===== config.mk =====
export PLATFORM = sky130hd
export DESIGN_NAME = modular_division_unit_top
export DESIGN_NICKNAME = d
export VERILOG_FILES = /design/src/hw/rtl/mdu_pkg.sv /design/src/hw/rtl/mdu_modadd.sv /design/src/hw/rtl/mdu_core.sv /design/src/hw/rtl/modular_division_unit_top.sv
export SDC_FILE = /design/constraint.sdc
export NUM_CORES = 1
export LEC_CHECK = 0
export ABC_AREA = 1
export BUFFER_PORTS_ARGS = -buffer_cell sky130_fd_sc_hd__buf_4
export CAP_MARGIN = 20
export CORE_UTILIZATION = 42
export DETAILED_ROUTE_END_ITERATION = 8
export PLACE_DENSITY = 0.63
export SYNTH_ARGS = -nofsm -noshare
export SYNTH_HDL_FRONTEND = slang
export SYNTH_SLANG_ARGS = --single-unit

===== constraint.sdc =====
create_clock -name clk -period 4.6 [get_ports clk]
set_input_delay 1.38 -clock clk [delete_from_list [all_inputs] [get_ports clk]]
set_output_delay 1.38 -clock clk [all_outputs]
set_load 0.01 [all_outputs]

===== src/hw/rtl/mdu_pkg.sv =====
// Shared widths, constants and payload types of the modular division unit.
`timescale 1ns / 1ps
`default_nettype none

package mdu_pkg;

	localparam int unsigned WIDTH = 31;
	// counter bits: enough to index every bit of an operand
	localparam int unsigned KW = $clog2(WIDTH);
	localparam int unsigned TOP_BIT = WIDTH - 1;
	localparam logic [KW-1:0] K_TOP = TOP_BIT[KW-1:0];
	localparam logic [WIDTH-1:0] VAL_ONE = {{(WIDTH-1){1'b0}}, 1'b1};

	typedef struct packed {
		logic [WIDTH-1:0] dividend;
		logic [WIDTH-1:0] divisor;
		logic [WIDTH-1:0] modulus;
	} mdu_in_t;

	typedef struct packed {
		logic [WIDTH-1:0] quotient;
		logic             defined;
	} mdu_out_t;

	typedef struct packed {
		logic idle;
		logic done;
	} mdu_stat_t;

endpackage

`default_nettype wire


===== src/hw/rtl/mdu_modadd.sv =====
// Shared modular adder: (x + y) mod m for x, y below m.
`timescale 1ns / 1ps
`default_nettype none

module mdu_modadd (
	input  wire logic [mdu_pkg::WIDTH-1:0] x,
	input  wire logic [mdu_pkg::WIDTH-1:0] y,
	input  wire logic [mdu_pkg::WIDTH-1:0] m,
	output logic      [mdu_pkg::WIDTH-1:0] sum
);

	logic [mdu_pkg::WIDTH:0] raw;
	logic [mdu_pkg::WIDTH:0] red;

	assign raw = {1'b0, x} + {1'b0, y};
	assign red = raw - {1'b0, m};
	// fold back once: the raw sum stays below twice the modulus
	assign sum = (raw >= {1'b0, m}) ? red[mdu_pkg::WIDTH-1:0] : raw[mdu_pkg::WIDTH-1:0];

endmodule

`default_nettype wire


===== src/hw/rtl/mdu_core.sv =====
// Sequencer and datapath registers of the modular division unit.
`timescale 1ns / 1ps
`default_nettype none

module mdu_core (
	input  wire logic              clk,
	input  wire logic              arst_n,
	input  wire logic              start,
	input  wire mdu_pkg::mdu_in_t  op,
	input  wire logic              take,
	output mdu_pkg::mdu_stat_t     stat,
	output mdu_pkg::mdu_out_t      res
);

	localparam int unsigned W = mdu_pkg::WIDTH;
	localparam int unsigned KW = mdu_pkg::KW;

	typedef enum logic [2:0] {
		S_IDLE,
		S_ALIGN,
		S_STEPA,
		S_STEPB,
		S_NEG,
		S_UPD,
		S_ECHK,
		S_DONE
	} state_t;

	// what the current shift-subtract run is for
	typedef enum logic [1:0] {
		JOB_DVS,
		JOB_EUC,
		JOB_DVD,
		JOB_MUL
	} job_t;

	state_t state_q;
	job_t   job_q;

	logic [W-1:0]  r0_q;
	logic [W-1:0]  r1_q;
	logic [W-1:0]  t0_q;
	logic [W-1:0]  t1_q;
	logic [W-1:0]  acc_q;
	logic [W-1:0]  m_q;
	logic [W-1:0]  dvd_q;
	logic [W-1:0]  d_q;
	logic [KW-1:0] k_q;
	logic          def_q;

	logic          ge;
	logic [W-1:0]  rsub;
	logic          shl_fits;
	logic          cur_bit;
	logic          need_b;
	logic          adv;
	logic [W-1:0]  rem_nx;
	logic [W-1:0]  ma_x;
	logic [W-1:0]  ma_y;
	logic [W-1:0]  ma_sum;

	assign ge       = (r0_q >= d_q);
	assign rsub     = r0_q - d_q;
	assign shl_fits = ({d_q, 1'b0} <= {1'b0, r0_q});
	assign cur_bit  = (job_q == JOB_MUL) ? r0_q[k_q] : ge;
	assign need_b   = cur_bit && ((job_q == JOB_EUC) || (job_q == JOB_MUL));
	assign adv      = ((state_q == S_STEPA) && !need_b) || (state_q == S_STEPB);
	assign rem_nx   = ((state_q == S_STEPA) && (job_q != JOB_MUL) && ge) ? rsub : r0_q;

	always_comb begin
		unique case (state_q)
			S_STEPB: begin
				ma_x = acc_q;
				ma_y = (job_q == JOB_MUL) ? t0_q : t1_q;
			end
			S_UPD: begin
				ma_x = t0_q;
				ma_y = acc_q;
			end
			default: begin
				ma_x = acc_q;
				ma_y = acc_q;
			end
		endcase
	end

	mdu_modadd u_modadd (
		.x   (ma_x),
		.y   (ma_y),
		.m   (m_q),
		.sum (ma_sum)
	);

	always_ff @(posedge clk or negedge arst_n) begin
		if (!arst_n) begin
			state_q <= S_IDLE;
			job_q   <= JOB_DVS;
		end else begin
			unique case (state_q)
				S_IDLE: begin
					if (start) begin
						if (op.modulus == '0) begin
							acc_q   <= '0;
							def_q   <= 1'b0;
							state_q <= S_DONE;
						end else begin
							m_q     <= op.modulus;
							dvd_q   <= op.dividend;
							r0_q    <= op.divisor;
							d_q     <= op.modulus;
							k_q     <= '0;
							acc_q   <= '0;
							job_q   <= JOB_DVS;
							state_q <= S_ALIGN;
						end
					end
				end
				S_ALIGN: begin
					if (shl_fits) begin
						d_q <= {d_q[W-2:0], 1'b0};
						k_q <= k_q + 1'b1;
					end else begin
						state_q <= S_STEPA;
					end
				end
				S_STEPA: begin
					r0_q  <= rem_nx;
					acc_q <= ma_sum;
					if (need_b) begin
						state_q <= S_STEPB;
					end
				end
				S_STEPB: begin
					acc_q <= ma_sum;
				end
				S_NEG: begin
					acc_q   <= m_q - acc_q;
					state_q <= S_UPD;
				end
				S_UPD: begin
					t1_q    <= ma_sum;
					t0_q    <= t1_q;
					r0_q    <= r1_q;
					r1_q    <= r0_q;
					state_q <= S_ECHK;
				end
				S_ECHK: begin
					if (r1_q == '0) begin
						if (r0_q == mdu_pkg::VAL_ONE) begin
							r0_q    <= dvd_q;
							d_q     <= m_q;
							k_q     <= '0;
							job_q   <= JOB_DVD;
							state_q <= S_ALIGN;
						end else begin
							acc_q   <= '0;
							def_q   <= 1'b0;
							state_q <= S_DONE;
						end
					end else begin
						d_q     <= r1_q;
						k_q     <= '0;
						acc_q   <= '0;
						job_q   <= JOB_EUC;
						state_q <= S_ALIGN;
					end
				end
				S_DONE: begin
					if (take) begin
						state_q <= S_IDLE;
					end
				end
				default: begin
					state_q <= S_IDLE;
				end
			endcase

			// advance to the next bit, or close the current run
			if (adv) begin
				if (k_q != '0) begin
					k_q     <= k_q - 1'b1;
					d_q     <= {1'b0, d_q[W-1:1]};
					state_q <= S_STEPA;
				end else begin
					unique case (job_q)
						JOB_DVS: begin
							r1_q    <= rem_nx;
							r0_q    <= m_q;
							t0_q    <= '0;
							t1_q    <= (m_q == mdu_pkg::VAL_ONE) ? '0 : mdu_pkg::VAL_ONE;
							state_q <= S_ECHK;
						end
						JOB_EUC: begin
							state_q <= S_NEG;
						end
						JOB_DVD: begin
							acc_q   <= '0;
							k_q     <= mdu_pkg::K_TOP;
							job_q   <= JOB_MUL;
							state_q <= S_STEPA;
						end
						JOB_MUL: begin
							def_q   <= 1'b1;
							state_q <= S_DONE;
						end
					endcase
				end
			end
		end
	end

	assign stat.idle    = (state_q == S_IDLE);
	assign stat.done    = (state_q == S_DONE);
	assign res.quotient = acc_q;
	assign res.defined  = def_q;

endmodule

`default_nettype wire


===== src/hw/rtl/modular_division_unit_top.sv =====
// Top level of the modular division unit: handshakes and result register.
//
// Computes quotient = dividend * divisor^-1 mod modulus, with defined set when
// divisor and modulus are coprime; otherwise quotient is 0 and defined is 0.
// A modulus of zero gives an undefined result at once.
// Input channel in_valid/in_ready carries dividend, divisor and modulus; output
// channel out_valid/out_ready carries quotient and defined. One result per item.
// One item is worked at a time on a shared modular adder and one
// compare/subtract unit: reduce divisor mod modulus, run extended Euclid with
// shift-subtract division whose quotient bits feed the Bezout update, reduce
// the dividend, then a bit-serial modular multiply. Each division first
// shifts the divisor into alignment, then works through the quotient bits
// one by one; each Euclid round then negates and updates the coefficients
// and checks for the end, and the final multiply adds the inverse for each
// set bit of the reduced dividend. in_ready is high only while the sequencer
// is idle, so one item finishes before the next is taken.
// A finished result moves to the output register; a stalled receiver holds it
// there while the next item is already taken. The sequencer waits in its done
// state only if the output register is still full. Reset idles the sequencer
// and empties the output register.
`timescale 1ns / 1ps
`default_nettype none

module modular_division_unit_top (
	input  wire logic             clk,
	input  wire logic             arst_n,
	input  wire logic             in_valid,
	output logic                  in_ready,
	input  wire mdu_pkg::mdu_in_t in_data,
	output logic                  out_valid,
	input  wire logic             out_ready,
	output mdu_pkg::mdu_out_t     out_data
);

	mdu_pkg::mdu_stat_t stat;
	mdu_pkg::mdu_out_t  core_res;
	mdu_pkg::mdu_out_t  out_data_q;
	logic               out_valid_q;
	logic               start;
	logic               take;

	// accept a transfer only while the sequencer is free
	assign in_ready = stat.idle;
	assign start    = in_valid && in_ready;
	// move the result once the output slot is empty or drains this cycle
	assign take     = stat.done && (!out_valid_q || out_ready);

	mdu_core u_core (
		.clk    (clk),
		.arst_n (arst_n),
		.start  (start),
		.op     (in_data),
		.take   (take),
		.stat   (stat),
		.res    (core_res)
	);

	always_ff @(posedge clk or negedge arst_n) begin
		if (!arst_n) begin
			out_valid_q <= 1'b0;
		end else if (take) begin
			out_valid_q <= 1'b1;
		end else if (out_ready) begin
			out_valid_q <= 1'b0;
		end
	end

	// hold the payload until the receiver completes the transfer
	always_ff @(posedge clk) begin
		if (take) begin
			out_data_q <= core_res;
		end
	end

	assign out_valid = out_valid_q;
	assign out_data  = out_data_q;

endmodule

`default_nettype wire

==> flow_summary.toml, run 1 <==
[drt]
violation_count_after_the_first_detailed_routing_iteration = 3304
drt-wirelength-per-cell_um = 21.1
vias = 28723
postRouteWirelength_um = 107000
firstDrtPassIters = 6
via_per_inst = 5.67
drc = 0
ant_nets = 0

[global_routing]
global_route.overflow_total = 0
maximum_number_of_pins_on_one_net_before_global_route_repair = 124
gr-usage-all-layers_pct = 32.1
grt_first_pass_wirelength_um = 155000
antenna_found_initial = 0
first_global_vias = 25591

[setup_path]
timing.critical_path.slowest_stage_cell = "sky130_fd_sc_hd__ha_1"
timing.setup.critical_path_class = "flop to flop"
path_delay_family = "simple AND/OR/NAND/NOR gates"
required_ns = 4.94
timing.reg2reg.worst_path_depth = 38
worstPathArrival_ns = 5.46
critical_path.most_common_cell = "sky130_fd_sc_hd__nand2_1"
cp_startpoint_kind = "flop"
timing.rr.end = "u_core.t1_q[4]"
setup.reg_to_reg.worst_slack_ns = -0.52
max_stage_delay_ns = 0.37
path_max_fanout = 6
crit_buf_inv = 12
worstSetupStartpoint = "u_core.state_q[1]"
setup.worst_path.end_class = "flop"
worstReg2RegStart = "u_core.state_q[1]"

[timing]
rsz0062_at_grt = "yes"
finalHoldViolCount = 0
setup_total_negative_slack_ns = -27.56
timing_worst_slew_pin_value_ns = 0.993
whs_ns = 0.448
fin_crit_ns = 5.12
finClkSkew_ns = 0.0316
timing.final.max_slew_violations = 0
max-slew-margin-rel_pct = 33.2
timing.fmax_ghz = 0.195
fin_ws_ns = -0.525
setup_violations = 62
layout_worst_path_cycle_share_pct = 111

[cts]
clock_insertion_delay_worst_skew_ns = 0.59
cts.sink_count = 292
cts.clk_slew.worst_paths_ns = 0.06
ctsRootBufferMaster = "sky130_fd_sc_hd__clkbuf_16"
cts-htree-levels = 2
cts-hold-fix-buffers = 0
cts_tree = "built"
clockBufferDepth = 3
cts_inserted_buffers = 39

[synth]
synth-async-reset-ratio_pct = 2.05
synth.avg_cell_area_um2 = 6.87
synth_cell_types = 55
syn-num-nets = 4042
synth-seq-cells = 292
synthesized_netlist_cell_count = 3786
synth_edf_count = 286
synth_flop_type = "sky130_fd_sc_hd__edfxtp_1"
netlist_area_um2 = 26000
synth.yosys.warnings = 0
portion_of_the_post_synthesis_area_used_by_sequential_elements_pct = 33.6

[placement]
placed_cell_count = 4943
final_replace_weighted_congestion = 0.995
port-buffer-count = 130
detailedPlacementHpwl_um = 79900

[layout]
stdcell_count = 5064
design.final.nets = 4509
layout.cells.most_common_list = "964 x sky130_fd_sc_hd__nand2_1, 512 x sky130_fd_sc_hd__buf_4, 460 x sky130_fd_sc_hd__inv_1"
layout_commonest_cell = "sky130_fd_sc_hd__nand2_1"
layout-drive-gt1-share_pct = 24.8
syn2layout_area_growth_pct = 31.5
diodes = 0
num-fill-cells = 5863

[min_path]
hold-path-endpoint = "out_data[22]"
hold_path_depth = 0
hold_start = "u_core.acc_q[21]"
hold_path_class = "flop to flop"

[job]
cap_violations = 0

[floorplanning]
die_height_um = 251
number_of_top_level_pins = 131
fp.dieArea_um2 = 62900
die_x_um = 251
num_rows = 90
core_area_um2 = 60800
start_util_pct = 42.8

[status]
status = "complete, but fails checks"
violations = "setup timing"
synth_stat cells, types with 4 or more instances:
library cell	n	area [µm²]
sky130_fd_sc_hd__a21boi_0	8	60.1
sky130_fd_sc_hd__a21o_1	14	105
sky130_fd_sc_hd__a21oi_1	348	1740
sky130_fd_sc_hd__a31oi_1	9	56.3
sky130_fd_sc_hd__buf_1	12	45.0
sky130_fd_sc_hd__buf_2	43	215
sky130_fd_sc_hd__buf_6	4	45.0
sky130_fd_sc_hd__clkbuf_1	70	263
sky130_fd_sc_hd__dfrtp_1	6	150
sky130_fd_sc_hd__edfxtp_1	286	8590
sky130_fd_sc_hd__fa_1	4	80.1
sky130_fd_sc_hd__ha_1	155	1940
sky130_fd_sc_hd__inv_1	477	1790
sky130_fd_sc_hd__inv_2	14	52.6
sky130_fd_sc_hd__nand2_1	1075	4040
sky130_fd_sc_hd__nand2_2	8	50.1
sky130_fd_sc_hd__nand3_1	266	1330
sky130_fd_sc_hd__nand3_2	16	160
sky130_fd_sc_hd__nand3b_1	23	173
sky130_fd_sc_hd__nand4_1	100	626
sky130_fd_sc_hd__nor2_1	315	1180
sky130_fd_sc_hd__nor2_2	5	31.3
sky130_fd_sc_hd__nor3_1	38	190
sky130_fd_sc_hd__nor4_1	26	163
sky130_fd_sc_hd__o211ai_1	12	90.1
sky130_fd_sc_hd__o21a_1	8	60.1
sky130_fd_sc_hd__o21ai_0	267	1340
sky130_fd_sc_hd__o21ai_1	26	130
sky130_fd_sc_hd__o21ai_2	26	228
sky130_fd_sc_hd__o21bai_1	15	113
sky130_fd_sc_hd__or2_2	6	37.5
sky130_fd_sc_hd__xnor2_1	32	280
sky130_fd_sc_hd__xor2_1	40	350
stage by stage:
stage / setup WS, ns / util (%) / instance area (µm²)
final: -0.525 / 56.2 / 34200
after global routing: -0.730 / 56.2 / 34200
after CTS: -0.320 / 52.8 / 32100
after detailed placement: -0.488 / 50.1 / 30500
after global placement: -0.569 / 50.1 / 30500
after floorplan: 0.00229 / - / 26000
how the worst max path moves through the flow:
stage / depth (start not counted) / endpoint
floorplan: 37 / u_core.acc_q[27]
global placement: 30 / u_core.t1_q[25]
detailed placement: 36 / u_core.t1_q[22]
CTS: 39 / u_core.t1_q[17]
global route: 41 / u_core.t1_q[17]
finish: 38 / u_core.t1_q[4]
repair_timing:
action	4_1_cts	5_1_grt
pin swaps	9	145
cloned	1	7
setup endpoints to repair	62	62
hold endpoints to repair	0	0
gates resized for setup	62	412
buffers inserted	6	36
flip-flops by register name, summed over array words and instances, names as in the netlist:
signal / count
u_core.state_q: 3
u_core.job_q: 2
u_core.acc_q: 31
out_data: 32
u_core.k_q: 5
out_valid: 1
u_core.dvd_q: 31
u_core.r1_q: 31
u_core.d_q: 31
u_core.t0_q: 31
u_core.m_q: 31
u_core.def_q: 1
u_core.t1_q: 31
u_core.r0_q: 31
cell type report:
cell class	instances	area, µm²	share of cell area [%]
Sequential cell	292	8740	25.6
Clock buffer	45	1020	2.98
Multi-Input combinational cell	2864	16600	48.5
Tap cell	782	978	2.86
Clock inverter	25	279	0.816
Timing Repair Buffer	561	4740	13.9
Inverter	495	1870	5.47
cell families after synthesis:
group	synth area share, %
DFF	33.6
buffers and inverters	9.61
adders and majority gates	7.76
xor gates and xnor gates	2.42
AOI/OAI and AO/OA	15.4
and+or+nand+nor	31.2
per-layer routing:
metal | track usage [%] | part of all wire (%) | vias up
li1 | - | - | 13619
met1 | 47.5 | 44 | 13385
met2 | 47.9 | 43 | 1510
met3 | 5.45 | 10 | 209
met4 | 8.82 | 3.2 | 0
met5 | 0 | 0 | -
Power of run 1 is not shown: default switching activity piles up to over one toggle a cycle in this logic, so the estimate is an artifact.
==> inputs of run 2 (changes only) <==
--- a/config.mk
+++ b/config.mk
@@ -8,6 +8,7 @@
 export ABC_AREA = 1
 export BUFFER_PORTS_ARGS = -buffer_cell sky130_fd_sc_hd__buf_4
 export CAP_MARGIN = 20
+export CORE_ASPECT_RATIO = 1.4
 export CORE_UTILIZATION = 42
 export DETAILED_ROUTE_END_ITERATION = 8
 export PLACE_DENSITY = 0.63
==> run 2 against run 1 <==
Against the previous run: the flow still finishes with violations (setup timing); first-iteration DRC count shrank 28%; global-route usage grew 1.8 points; cell count is essentially flat; setup slack gained 0.19 ns; sequential cell count is the same; die area is essentially flat; sequential share of layout area grew 0.059 points; largest cell class unchanged.
==> flow_summary.toml, run 2 (synthesized netlist as in run 1, its figures left out) <==
[status]
status = "complete, but fails checks"
violations = "setup timing"

[cts]
cts-htree-levels = 2
cts.sink_count = 292
clock_insertion_delay_worst_skew_ns = 0.59
cts_inserted_buffers = 36
ctsRootBufferMaster = "sky130_fd_sc_hd__clkbuf_16"
cts.clk_slew.worst_paths_ns = 0.06
cts_tree = "built"
clockBufferDepth = 3

[drt]
ant_nets = 0
drc = 0
via_per_inst = 5.62
vias = 28493
violation_count_after_the_first_detailed_routing_iteration = 2392
firstDrtPassIters = 6
postRouteWirelength_um = 110000
drt-wirelength-per-cell_um = 21.8

[floorplanning]
fp.dieArea_um2 = 62900
die_height_um = 296
die_x_um = 212
num_rows = 107
start_util_pct = 42.6
core_area_um2 = 61000
number_of_top_level_pins = 131

[timing]
finalHoldViolCount = 0
fin_ws_ns = -0.331
layout_worst_path_cycle_share_pct = 107
timing.final.max_slew_violations = 0
finClkSkew_ns = 0.0268
rsz0062_at_grt = "yes"
setup_total_negative_slack_ns = -15.70
whs_ns = 0.456
timing_worst_slew_pin_value_ns = 0.985
fin_crit_ns = 4.93
max-slew-margin-rel_pct = 34.3
timing.fmax_ghz = 0.203
setup_violations = 62

[min_path]
hold_path_depth = 0
hold_path_class = "flop to flop"

[setup_path]
timing.setup.critical_path_class = "flop to flop"
setup.reg_to_reg.worst_slack_ns = -0.33
timing.rr.end = "u_core.t1_q[17]"
max_stage_delay_ns = 0.39
worstSetupStartpoint = "u_core.state_q[2]"
setup.worst_path.end = "u_core.t1_q[17]"
cp_startpoint_kind = "flop"
timing.critical_path.slowest_stage_cell = "sky130_fd_sc_hd__dfrtp_1"
required_ns = 4.93
path_max_fanout = 8
worstReg2RegStart = "u_core.state_q[2]"
worstPathArrival_ns = 5.26
timing.reg2reg.worst_path_depth = 40
setup.worst_path.end_class = "flop"
critical_path.most_common_cell = "sky130_fd_sc_hd__nand2_2"

[layout]
post_layout_instance_area_um2 = 34100
layout-drive-gt1-share_pct = 23.6
sequential_cell_area_um2 = 8740
syn2layout_area_growth_pct = 31.2
layout.cells.most_common_list = "979 x sky130_fd_sc_hd__nand2_1, 485 x sky130_fd_sc_hd__buf_4, 466 x sky130_fd_sc_hd__inv_1"
num-fill-cells = 6040
diodes = 0
multiInputGateArea_um2 = 16700
largest_reg_flops = 32
layout_commonest_cell = "sky130_fd_sc_hd__nand2_1"
design.final.nets = 4481

[global_routing]
global_route.overflow_total = 0
globalRoute.busiestLayer = "met2"
met2_usage_pct = 60.4
gr_util_met3_pct = 3.85
gr-usage-all-layers_pct = 34.0
groute.layer.met1.usage_pct = 37.3
antenna_found_initial = 0
first_global_vias = 27482
maximum_number_of_pins_on_one_net_before_global_route_repair = 68
grt_first_pass_wirelength_um = 160000

[job]
cap_violations = 0

[placement]
port-buffer-count = 130
final_replace_weighted_congestion = 0.997
detailedPlacementHpwl_um = 83400
post-place-ws_ns = -0.826
placed_cell_areas_um2 = 30200
## run 2: cell types whose count changed in the layout (fill, tap and decap cells not counted), sizes merged
| cell | before | now |
|---|---|---|
| buf | 555 | 528 |
| clkinvlp | 3 | 0 |
| clkbuf | 51 | 53 |
| bufinv | 5 | 4 |
| inv | 493 | 492 |
## run 2: how the worst min path moves through the flow
stage	endpoint	startpoint
after detailed placement	out_data[22]	u_core.acc_q[21]
after global routing	out_data[22]	u_core.acc_q[21]
final	out_data[22]	u_core.acc_q[21]
after CTS	out_data[22]	u_core.acc_q[21]
after global placement	out_data[22]	u_core.acc_q[21]
after floorplan	out_data[0]	u_core.def_q
## run 2: worst max-delay path: cells and delay by family (launching register included)
family	cells	cell delay (ns)
buf+inv	9	0.87
xor+xnor	1	0.16
flops	1	0.39
fa+ha+maj	2	0.64
compound gates	5	0.57
simple gates	23	2.00
## run 2: final cells by class
type	instances	area share, %
clock buffer	45	2.89
clock inverter	20	0.631
inverter	495	5.48
multi-input combinational	2864	49.0
sequential	292	25.6
tap	817	3.00
timing repair buffer	536	13.4
## run 2: what timing repair did
action | CTS | global route
hold buffers | 0 | 0
pin swaps | 35 | 121
cloned | 3 | 8
buffers inserted | 22 | 34
endpoints found under the setup margin | 62 | 62
resized for setup | 132 | 341
## run 2: metrics by stage
stage | util, % | instances
5_1_grt | 55.9 | 5069
4_1_cts | 52.7 | 5028
6_report | 55.9 | 5069
3_5_place_dp | 49.4 | 4939
3_3_place_gp | 49.4 | 4939
2_1_floorplan | - | 3786
## run 2: routing by layer
layer / vias to the layer above / wire (µm)
met5: - / 0
met4: 0 / 9570
met3: 386 / 6550
met2: 1219 / 54600
met1: 13331 / 39800
li1: 13557 / -
Power of run 2 is left out for the same reason.
